$ cat config.mk
export PLATFORM = sky130hd
export DESIGN_NAME = ts_pid_payload_extractor_top
export DESIGN_NICKNAME = d
export VERILOG_FILES = /design/src/rtl/tspe_pkg.sv /design/src/rtl/tspe_parser.sv /design/src/rtl/ts_pid_payload_extractor_top.sv
export SDC_FILE = /design/constraint.sdc
export NUM_CORES = 1
export LEC_CHECK = 0
export BUFFER_PORTS_ARGS = -buffer_cell sky130_fd_sc_hd__buf_2
export CAP_MARGIN = 10
export CORE_MARGIN = 4
export CORE_UTILIZATION = 50
export DETAILED_ROUTE_END_ITERATION = 10
export PLACE_DENSITY = 0.69
export SYNTH_ARGS = -nofsm -noshare
export SYNTH_HDL_FRONTEND = slang
export SYNTH_SLANG_ARGS = --single-unit
$ cat constraint.sdc
create_clock -name clk -period 5.41 [get_ports clk]
set_input_delay 0.2705 -clock clk [delete_from_list [all_inputs] [get_ports clk]]
set_output_delay 0.2705 -clock clk [all_outputs]
set_load 0.02 [all_outputs]
$ cat src/rtl/tspe_pkg.sv
`timescale 1ns / 1ps
// Shared types and constants for the transport stream PID payload extractor.
// No dependencies; imported by tspe_parser and ts_pid_payload_extractor_top.
package tspe_pkg;

  // input request: one datagram byte
  typedef struct packed {
    logic [7:0] data_byte;
    logic       datagram_start;
  } in_t;

  // result request: payload byte or marker
  typedef struct packed {
    logic [7:0] out_byte;
    logic [2:0] result_kind;
  } out_t;

  typedef struct packed {
    logic [12:0] target_pid;
    logic [7:0]  rtp_header_bytes;
    logic [7:0]  unit_header_skip;
  } cfg_t;

  typedef struct packed {
    logic valid;
    out_t res;
  } res_t;

  localparam logic [2:0] KIND_PAYLOAD = 3'd0;
  localparam logic [2:0] KIND_END     = 3'd1;
  localparam logic [2:0] KIND_ABANDON = 3'd2;
  localparam logic [2:0] KIND_BAD_AFC = 3'd3;
  localparam logic [2:0] KIND_AF_LONG = 3'd4;

  localparam logic [1:0] CFG_TARGET_PID = 2'd0;
  localparam logic [1:0] CFG_RTP_HEADER = 2'd1;
  localparam logic [1:0] CFG_UNIT_SKIP  = 2'd2;

  localparam logic [12:0] TARGET_PID_RST = 13'h1011;
  localparam logic [7:0]  RTP_HEADER_RST = 8'd12;
  localparam logic [7:0]  UNIT_SKIP_RST  = 8'd14;

  localparam logic [1:0] AFC_PAYLOAD_ONLY = 2'b01;
  localparam logic [1:0] AFC_AF_PAYLOAD   = 2'b11;

  localparam int POS_W = 8;

endpackage

$ cat src/rtl/tspe_parser.sv
`timescale 1ns / 1ps
// Per-byte header parser and unit tracker: packet position, PID match,
// adaptation field skip and unit skip count. Depends on tspe_pkg.
module tspe_parser
  import tspe_pkg::*;
#(
  parameter int TS_PACKET_BYTES = 188
) (
  input  logic clk,
  input  logic rst,
  input  logic acc,
  input  in_t  in_data,
  input  cfg_t cfg,
  output res_t result
);

  localparam logic [POS_W-1:0] LastPos = POS_W'(TS_PACKET_BYTES - 1);
  localparam logic [7:0]       AfMax   = 8'(TS_PACKET_BYTES - 5);

  logic [7:0]       datagram_pos, datagram_pos_next;
  logic [POS_W-1:0] packet_pos, packet_pos_next;
  logic [5:0]       pid_high_and_start, pid_high_and_start_next;
  logic             packet_selected, packet_selected_next;
  logic [1:0]       adaptation_mode, adaptation_mode_next;
  logic [7:0]       payload_start_pos, payload_start_pos_next;
  logic [7:0]       unit_byte_count, unit_byte_count_next;
  logic             unit_open, unit_open_next;

  logic [POS_W-1:0] p;
  logic [7:0]       b;
  logic [7:0]       dpos;
  logic             sel;
  logic [1:0]       afc;

  always_comb begin
    b   = in_data.data_byte;
    dpos = datagram_pos;
    p   = packet_pos;
    sel = packet_selected;
    afc = b[5:4];
    if (in_data.datagram_start) begin
      dpos = '0;
      p    = '0;
      sel  = 1'b0;
    end

    datagram_pos_next       = dpos;
    packet_pos_next         = p;
    packet_selected_next    = sel;
    pid_high_and_start_next = pid_high_and_start;
    adaptation_mode_next    = adaptation_mode;
    payload_start_pos_next  = payload_start_pos;
    unit_byte_count_next    = unit_byte_count;
    unit_open_next          = unit_open;
    result                  = '0;

    if (dpos < cfg.rtp_header_bytes) begin
      // still inside the RTP header
      datagram_pos_next = dpos + 8'd1;
    end else begin
      packet_pos_next = (p == LastPos) ? '0 : p + POS_W'(1);
      if (p == POS_W'(0)) begin
        packet_selected_next = 1'b0;
      end else if (p == POS_W'(1)) begin
        pid_high_and_start_next = {b[6], b[4:0]};
      end else if (p == POS_W'(2)) begin
        if ({pid_high_and_start[4:0], b} == cfg.target_pid) begin
          packet_selected_next = 1'b1;
          unit_open_next       = 1'b1;
          if (pid_high_and_start[5]) begin
            unit_byte_count_next = '0;
            if (unit_open) begin
              result.valid           = 1'b1;
              result.res.result_kind = KIND_ABANDON;
            end
          end
        end else begin
          packet_selected_next = 1'b0;
          if (unit_open) begin
            result.valid           = 1'b1;
            result.res.result_kind = KIND_END;
            unit_open_next         = 1'b0;
            unit_byte_count_next   = '0;
          end
        end
      end else if (p == POS_W'(3)) begin
        adaptation_mode_next = afc;
        if (sel) begin
          if (afc == AFC_PAYLOAD_ONLY) begin
            payload_start_pos_next = 8'd4;
          end else if (afc == AFC_AF_PAYLOAD) begin
            payload_start_pos_next = 8'hFF;
          end else begin
            packet_selected_next   = 1'b0;
            result.valid           = 1'b1;
            result.res.result_kind = KIND_BAD_AFC;
          end
        end
      end else if (sel) begin
        if (p == POS_W'(4) && adaptation_mode == AFC_AF_PAYLOAD) begin
          if (b > AfMax) begin
            packet_selected_next   = 1'b0;
            result.valid           = 1'b1;
            result.res.result_kind = KIND_AF_LONG;
          end else begin
            payload_start_pos_next = 8'd5 + b;
          end
        end else if (8'(p) >= payload_start_pos) begin
          if (unit_byte_count < cfg.unit_header_skip) begin
            unit_byte_count_next = unit_byte_count + 8'd1;
          end else begin
            result.valid           = 1'b1;
            result.res.out_byte    = b;
            result.res.result_kind = KIND_PAYLOAD;
          end
        end
      end
    end
  end

  always_ff @(posedge clk) begin
    if (rst) begin
      datagram_pos       <= '0;
      packet_pos         <= '0;
      pid_high_and_start <= '0;
      packet_selected    <= 1'b0;
      adaptation_mode    <= '0;
      payload_start_pos  <= '0;
      unit_byte_count    <= '0;
      unit_open          <= 1'b0;
    end else if (acc) begin
      datagram_pos       <= datagram_pos_next;
      packet_pos         <= packet_pos_next;
      pid_high_and_start <= pid_high_and_start_next;
      packet_selected    <= packet_selected_next;
      adaptation_mode    <= adaptation_mode_next;
      payload_start_pos  <= payload_start_pos_next;
      unit_byte_count    <= unit_byte_count_next;
      unit_open          <= unit_open_next;
    end
  end

endmodule

$ cat src/rtl/ts_pid_payload_extractor_top.sv
`timescale 1ns / 1ps
// Transport stream PID payload extractor, top level. Depends on tspe_pkg, tspe_parser.
// A result is loaded into the output register on the clock edge that accepts its byte.
// Throughput: one byte per cycle; the input stalls only while a held result is stalled.
// Reset (rst, synchronous): clears parser state and output valid, loads register defaults
// (target PID 0x1011, 12 RTP header bytes, 14 unit header bytes).
module ts_pid_payload_extractor_top
  import tspe_pkg::*;
#(
  parameter int TS_PACKET_BYTES = 188
) (
  input  logic        clk,
  input  logic        rst,
  input  logic        in_valid,
  output logic        in_stall,
  input  in_t         in_data,
  output logic        out_valid,
  input  logic        out_stall,
  output out_t        out_data,
  input  logic        cfg_we,
  input  logic [1:0]  cfg_index,
  input  logic [12:0] cfg_data
);

  cfg_t cfg;
  res_t result;
  logic acc;

  assign in_stall = out_valid & out_stall;
  assign acc      = in_valid & ~in_stall;

  always_ff @(posedge clk) begin
    if (rst) begin
      cfg.target_pid       <= TARGET_PID_RST;
      cfg.rtp_header_bytes <= RTP_HEADER_RST;
      cfg.unit_header_skip <= UNIT_SKIP_RST;
    end else if (cfg_we) begin
      unique case (cfg_index)
        CFG_TARGET_PID: cfg.target_pid       <= cfg_data;
        CFG_RTP_HEADER: cfg.rtp_header_bytes <= cfg_data[7:0];
        CFG_UNIT_SKIP:  cfg.unit_header_skip <= cfg_data[7:0];
        default: ;
      endcase
    end
  end

  tspe_parser #(
    .TS_PACKET_BYTES(TS_PACKET_BYTES)
  ) u_parser (
    .clk     (clk),
    .rst     (rst),
    .acc     (acc),
    .in_data (in_data),
    .cfg     (cfg),
    .result  (result)
  );

  // load a new result or drop the one just taken
  always_ff @(posedge clk) begin
    if (rst) begin
      out_valid <= 1'b0;
    end else if (acc) begin
      out_valid <= result.valid;
    end else if (!out_stall) begin
      out_valid <= 1'b0;
    end
  end

  always_ff @(posedge clk) begin
    if (acc && result.valid) begin
      out_data <= result.res;
    end
  end

  a_kind_range: assert property (@(posedge clk) disable iff (rst)
    out_valid |-> (out_data.result_kind <= KIND_AF_LONG))
    else $error("result kind out of range");

  a_marker_zero: assert property (@(posedge clk) disable iff (rst)
    (out_valid && out_data.result_kind != KIND_PAYLOAD) |-> (out_data.out_byte == 8'd0))
    else $error("marker result carries nonzero byte");

  a_stall_needs_result: assert property (@(posedge clk) disable iff (rst)
    in_stall |-> out_valid)
    else $error("input stalled with empty output register");

endmodule

==> results_tabular.tex <==
\begin{tabular}{lr}
\hline
Metric & Value \\
\hline
\multicolumn{2}{l}{\textbf{Finish}} \\
\quad Ant. Diodes & 0 \\
\quad Final core occ & 56.43\% \\
\quad Area taken by flip-flops and latches & 0.001772 mm² \\
\quad Multi-input combinational cell area & 0.002773 mm² \\
\quad Layout cells sized above 1 & 12.60\% \\
\quad Final \#Nets & 655 \\
\quad Fill cell instance count of the final layout & 909 \\
\quad Layout Area Growth over Synthesis & 9.521\% \\
\multicolumn{2}{l}{\textbf{Clock network}} \\
\quad Hold buffer count at CTS & 0 \\
\quad Insertion delay of the later-clocked pin in the worst-skew pair & 350 ps \\
\quad Clock transition at the register clock pins on the worst setup and hold paths after CTS & 100 ps \\
\quad Number of gates given a new drive strength after cts & 0 \\
\quad H-tree levels & 3 \\
\quad TritonCTS buffer count & 9 \\
\quad Root Buffer & sky130\_fd\_sc\_hd\_\_clkbuf\_8 \\
\quad Clock Path Buffers & 2 \\
\quad Number of post-CTS setup repair buffers & 0 \\
\quad Sink Count & 83 \\
\quad Clock tree from TritonCTS & yes \\
\multicolumn{2}{l}{\textbf{Timing}} \\
\quad Final Max Slew Viols & 0 \\
\quad Ratio of final minimum period to clock period & 56.13\% \\
\quad Worst-case clock skew & 11.66 ps \\
\quad RSZ-0062 raised after global routing & no \\
\quad Pin slew with the least headroom to its limit & 749.3 ps \\
\quad FMAX & 329.3 MHz \\
\quad Relative slew margins & 49.62\% \\
\quad Setup violations, final & 0 \\
\quad Post-layout minimum cycle time & 3037 ps \\
\quad Sum Neg Setup Slack & 0 ps \\
\quad Worst Slack Setup Final & 2373 ps \\
\quad Number of hold violations in the final report & 0 \\
\multicolumn{2}{l}{\textbf{Power}} \\
\quad Power density over the cells & 220.9 mW/mm² \\
\quad Power Total & 1.157 mW \\
\quad Static power due to leakage & 2.120 nW \\
\quad Peak VDD IR & 0.1378 mV \\
\multicolumn{2}{l}{\textbf{Job}} \\
\quad Number of max-cap violations & 0 \\
\multicolumn{2}{l}{\textbf{Placed design}} \\
\quad Number of buffers added on ports & 41 \\
\quad Final weighted congestion of routability-driven global placement & 0.8467 \\
\quad Post-detail-place hpwl & 8.338 mm \\
\quad DP Worst Slack & 2037 ps \\
\multicolumn{2}{l}{\textbf{Worst setup path}} \\
\quad Stage delay of the slowest cell on the critical path & 520 ps \\
\quad Launching element type of the critical path & input pin \\
\quad Cell-by-cell listing of the critical path & buf\_2 -> nor2b\_1 -> inv\_1 -> ha\_1 -> and4b\_1 -> and4\_1 -> o211ai\_1 -> nand3\_1 -> a21oi\_1 -> nand4bb\_1 -> inv\_1 \\
\quad Highest-delay cell along the critical path & sky130\_fd\_sc\_hd\_\_buf\_2 \\
\quad Critical path start-end classification & input pin to register \\
\quad Gate family responsible for the most delay along the worst path & simple AND/OR/NAND/NOR gates \\
\quad Crit-path most repeated cell & sky130\_fd\_sc\_hd\_\_inv\_1 \\
\quad Largest driver fanout on the critical path & 36 \\
\quad Worst EP arrival & 3050 ps \\
\quad Count of buffer and inverter cells on the critical path & 3 \\
\quad Critical Path End Type & register \\
\quad Endpoint required time on the critical path & 5430 ps \\
\multicolumn{2}{l}{\textbf{Logic synthesis}} \\
\quad Syn nets & 627 \\
\quad Number of enable flip-flop cells after synthesis & 11 \\
\quad Dominant combinational cell family by area after synthesis & simple AND/OR/NAND/NOR gates \\
\quad Yosys top cell area share & 30.13\% \\
\quad Adder-cell share of the synthesized area & 7.324\% \\
\quad Xor and xnor area share after synthesis & 4.211\% \\
\quad Post-Synthesis Cell Area & 0.004783 mm² \\
\quad Multiplexer share of the synthesized area & 5.441\% \\
\quad Simple-gate area share of the yosys netlist & 23.52\% \\
\quad Synth Area in Compound Gates & 17.47\% \\
\quad Post-synthesis cell type with the largest combined area & sky130\_fd\_sc\_hd\_\_dfxtp\_1 \\
\quad Mapped Cells & 570 \\
\quad FF+latch count, synth & 83 \\
\quad Number of different library cells in the post-synthesis netlist & 66 \\
\quad Synth async-reset ratio & 0\% \\
\quad Sequential area share after synthesis & 37.04\% \\
\quad Mean Syn Cell Area & 8.392 µm² \\
\quad Commonest register cell after synthesis & sky130\_fd\_sc\_hd\_\_dfxtp\_1 \\
\quad Yosys warning count & 0 \\
\quad Top post-synthesis cells by area & sky130\_fd\_sc\_hd\_\_dfxtp\_1 (30\%), sky130\_fd\_sc\_hd\_\_ha\_1 (7.3\%), sky130\_fd\_sc\_hd\_\_edfxtp\_1 (6.9\%) \\
\multicolumn{2}{l}{\textbf{GRT}} \\
\quad Total global routing overflow & 0 \\
\quad Overall Global Routing Usage & 21.03\% \\
\quad Vias in the first global route & 3950 \\
\quad Maximum number of pins on one net before global-route repair & 59 \\
\quad Wire length of the first global-routing pass & 19.24 mm \\
\quad Antenna violations before repair & 0 \\
\multicolumn{2}{l}{\textbf{Route}} \\
\quad Routed WL & 11.38 mm \\
\quad Avg WL per Cell & 15.54 µm \\
\quad Antenna violation net count after detailed routing & 0 \\
\quad Via-per-instance ratio & 5.631 \\
\quad Number of vias in the routed layout & 4122 \\
\quad TritonRoute pass-1 iters & 5 \\
\quad Post-route DRC & 0 \\
\quad Iteration-0 DRC Markers & 222 \\
\multicolumn{2}{l}{\textbf{Min path}} \\
\quad Hold crit path type & input pin to register \\
\multicolumn{2}{l}{\textbf{Floorplan}} \\
\quad Starting Density & 51.52\% \\
\quad Die Footprint & 0.01120 mm² \\
\quad Ports placed on the boundary & 42 \\
\quad Core Rows & 35 \\
\quad Horizontal die dimension & 105.8 µm \\
\quad Die Height & 105.8 µm \\
\quad Core area & 0.009284 mm² \\
\multicolumn{2}{l}{\textbf{Run status}} \\
\quad Outcome & finished clean \\
\hline
\end{tabular}
-- where the power goes --
part / switching, mW / leakage, nW / total (mW) / internal (mW)
logic: 0.0604 / 1.32 / 0.0938 / 0.0334
clock network: 0.252 / 0.0968 / 0.427 / 0.176
registers: 0.00542 / 0.706 / 0.636 / 0.631
-- logic make-up after synthesis --
| kind of cell | after synthesis |
|---|---|
| buffers and inverters | 61 |
| AO/OA/AOI/OAI | 125 |
| multiplexers | 26 |
| adder cells (fa/ha/maj) | 28 |
| XOR/XNOR | 23 |
| AND/OR/NAND/NOR | 224 |
| flip-flops | 83 |
-- registers in the layout (all words and copies together), names as in the netlist --
register / cells
u_parser.payload_start_pos: 8
out_data: 11
u_parser.pid_high_and_start: 6
u_parser.packet_pos: 8
u_parser.datagram_pos: 8
out_valid: 1
cfg: 29
u_parser.adaptation_mode: 2
u_parser.unit_open: 1
u_parser.packet_selected: 1
u_parser.unit_byte_count: 8
-- synth_stat cells, types with 2 or more instances --
| cell type | number |
|---|---|
| sky130_fd_sc_hd__nand2_1 | 74 |
| sky130_fd_sc_hd__buf_4 | 2 |
| sky130_fd_sc_hd__nand4_1 | 5 |
| sky130_fd_sc_hd__a21oi_1 | 43 |
| sky130_fd_sc_hd__nor4_1 | 5 |
| sky130_fd_sc_hd__edfxtp_1 | 11 |
| sky130_fd_sc_hd__buf_2 | 2 |
| sky130_fd_sc_hd__and3_1 | 7 |
| sky130_fd_sc_hd__o21ai_0 | 29 |
| sky130_fd_sc_hd__mux2i_1 | 26 |
| sky130_fd_sc_hd__o21ai_2 | 2 |
| sky130_fd_sc_hd__xnor2_1 | 2 |
| sky130_fd_sc_hd__o2111ai_1 | 2 |
| sky130_fd_sc_hd__o31ai_1 | 4 |
| sky130_fd_sc_hd__nor3b_1 | 3 |
| sky130_fd_sc_hd__a311oi_1 | 3 |
| sky130_fd_sc_hd__clkbuf_1 | 19 |
| sky130_fd_sc_hd__nand2b_1 | 3 |
| sky130_fd_sc_hd__or3_1 | 7 |
| sky130_fd_sc_hd__ha_1 | 28 |
| sky130_fd_sc_hd__a31oi_1 | 6 |
| sky130_fd_sc_hd__o211ai_2 | 2 |
| sky130_fd_sc_hd__nand3_1 | 18 |
| sky130_fd_sc_hd__buf_1 | 3 |
| sky130_fd_sc_hd__dfxtp_1 | 72 |
| sky130_fd_sc_hd__nor2_1 | 53 |
| sky130_fd_sc_hd__nor2b_1 | 15 |
| sky130_fd_sc_hd__o21a_1 | 3 |
| sky130_fd_sc_hd__a32oi_1 | 2 |
| sky130_fd_sc_hd__a21o_1 | 3 |
| sky130_fd_sc_hd__and2_1 | 11 |
| sky130_fd_sc_hd__nand3b_1 | 2 |
| sky130_fd_sc_hd__xor2_1 | 21 |
| sky130_fd_sc_hd__inv_1 | 35 |
| sky130_fd_sc_hd__nor4_4 | 2 |
| sky130_fd_sc_hd__nor3_1 | 5 |
| sky130_fd_sc_hd__and4_1 | 4 |
| sky130_fd_sc_hd__o211ai_1 | 7 |
| sky130_fd_sc_hd__or4_1 | 2 |
-- worst paths after layout --
kind / startpoint / to / slack, ps / depth (start not counted)
hold / removal: cfg_data[12] / cfg[28] / 130 / 3
setup / recovery: in_data[0] / out_data[6] / 2370 / 11
setup reg to reg: u_parser.packet_pos[4] / out_data[6] / 2400 / 8
hold reg to reg: cfg[26] / cfg[26] / 470 / 2
-- cell usage in the layout, fill, tap and decap left out, types with 4 or more instances in the layout --
master	n
sky130_fd_sc_hd__a21oi_1	43
sky130_fd_sc_hd__a31oi_1	6
sky130_fd_sc_hd__and2_1	11
sky130_fd_sc_hd__and3_1	7
sky130_fd_sc_hd__and4_1	4
sky130_fd_sc_hd__buf_2	41
sky130_fd_sc_hd__clkbuf_8	9
sky130_fd_sc_hd__dfxtp_1	72
sky130_fd_sc_hd__edfxtp_1	11
sky130_fd_sc_hd__ha_1	28
sky130_fd_sc_hd__inv_1	35
sky130_fd_sc_hd__mux2i_1	26
sky130_fd_sc_hd__nand2_1	74
sky130_fd_sc_hd__nand3_1	18
sky130_fd_sc_hd__nand4_1	5
sky130_fd_sc_hd__nor2_1	53
sky130_fd_sc_hd__nor2b_1	15
sky130_fd_sc_hd__nor3_1	5
sky130_fd_sc_hd__nor4_1	5
sky130_fd_sc_hd__o211ai_1	7
sky130_fd_sc_hd__o21ai_0	29
sky130_fd_sc_hd__o31ai_1	4
sky130_fd_sc_hd__or3_1	7
sky130_fd_sc_hd__xor2_1	21
-- worst reg2reg max path, delay by kind of cell (launching register included) --
family	cells	cell delay (ps)
flip-flops	1	510
AND/OR/NAND/NOR	2	540
buffers and inverters	1	240
AO/OA/AOI/OAI	4	1120
adder cells (fa/ha/maj)	1	300
-- area by class of cell --
cell class | count | area share (%)
timing repair buffer | 43 | 4.203
clock inverter | 7 | 1.099
tap | 129 | 3.081
inverter | 35 | 2.508
multi-input combinational | 426 | 52.93
clock buffer | 9 | 2.364
sequential | 83 | 33.82
-- stage by stage --
stage | cells | hold WS (ps) | instance area (µm²)
5_1_grt | 732 | 132.6 | 5239
2_1_floorplan | 570 | 394.5 | 4783
6_report | 732 | 127.1 | 5239
4_1_cts | 732 | 118.4 | 5239
3_3_place_gp | 716 | 456.9 | 5057
3_5_place_dp | 716 | 459.8 | 5057
-- metal layers --
layer	GRT usage [%]	up-vias	wire length (µm)	part of all wire (%)
met3	4.103	8	622	5.5
met5	0	-	0	0
met2	34.47	129	5297	47
met1	28.97	1939	5366	47
li1	-	2046	-	-
met4	4.163	0	89	0.78
(Power assumes the default switching activity.)
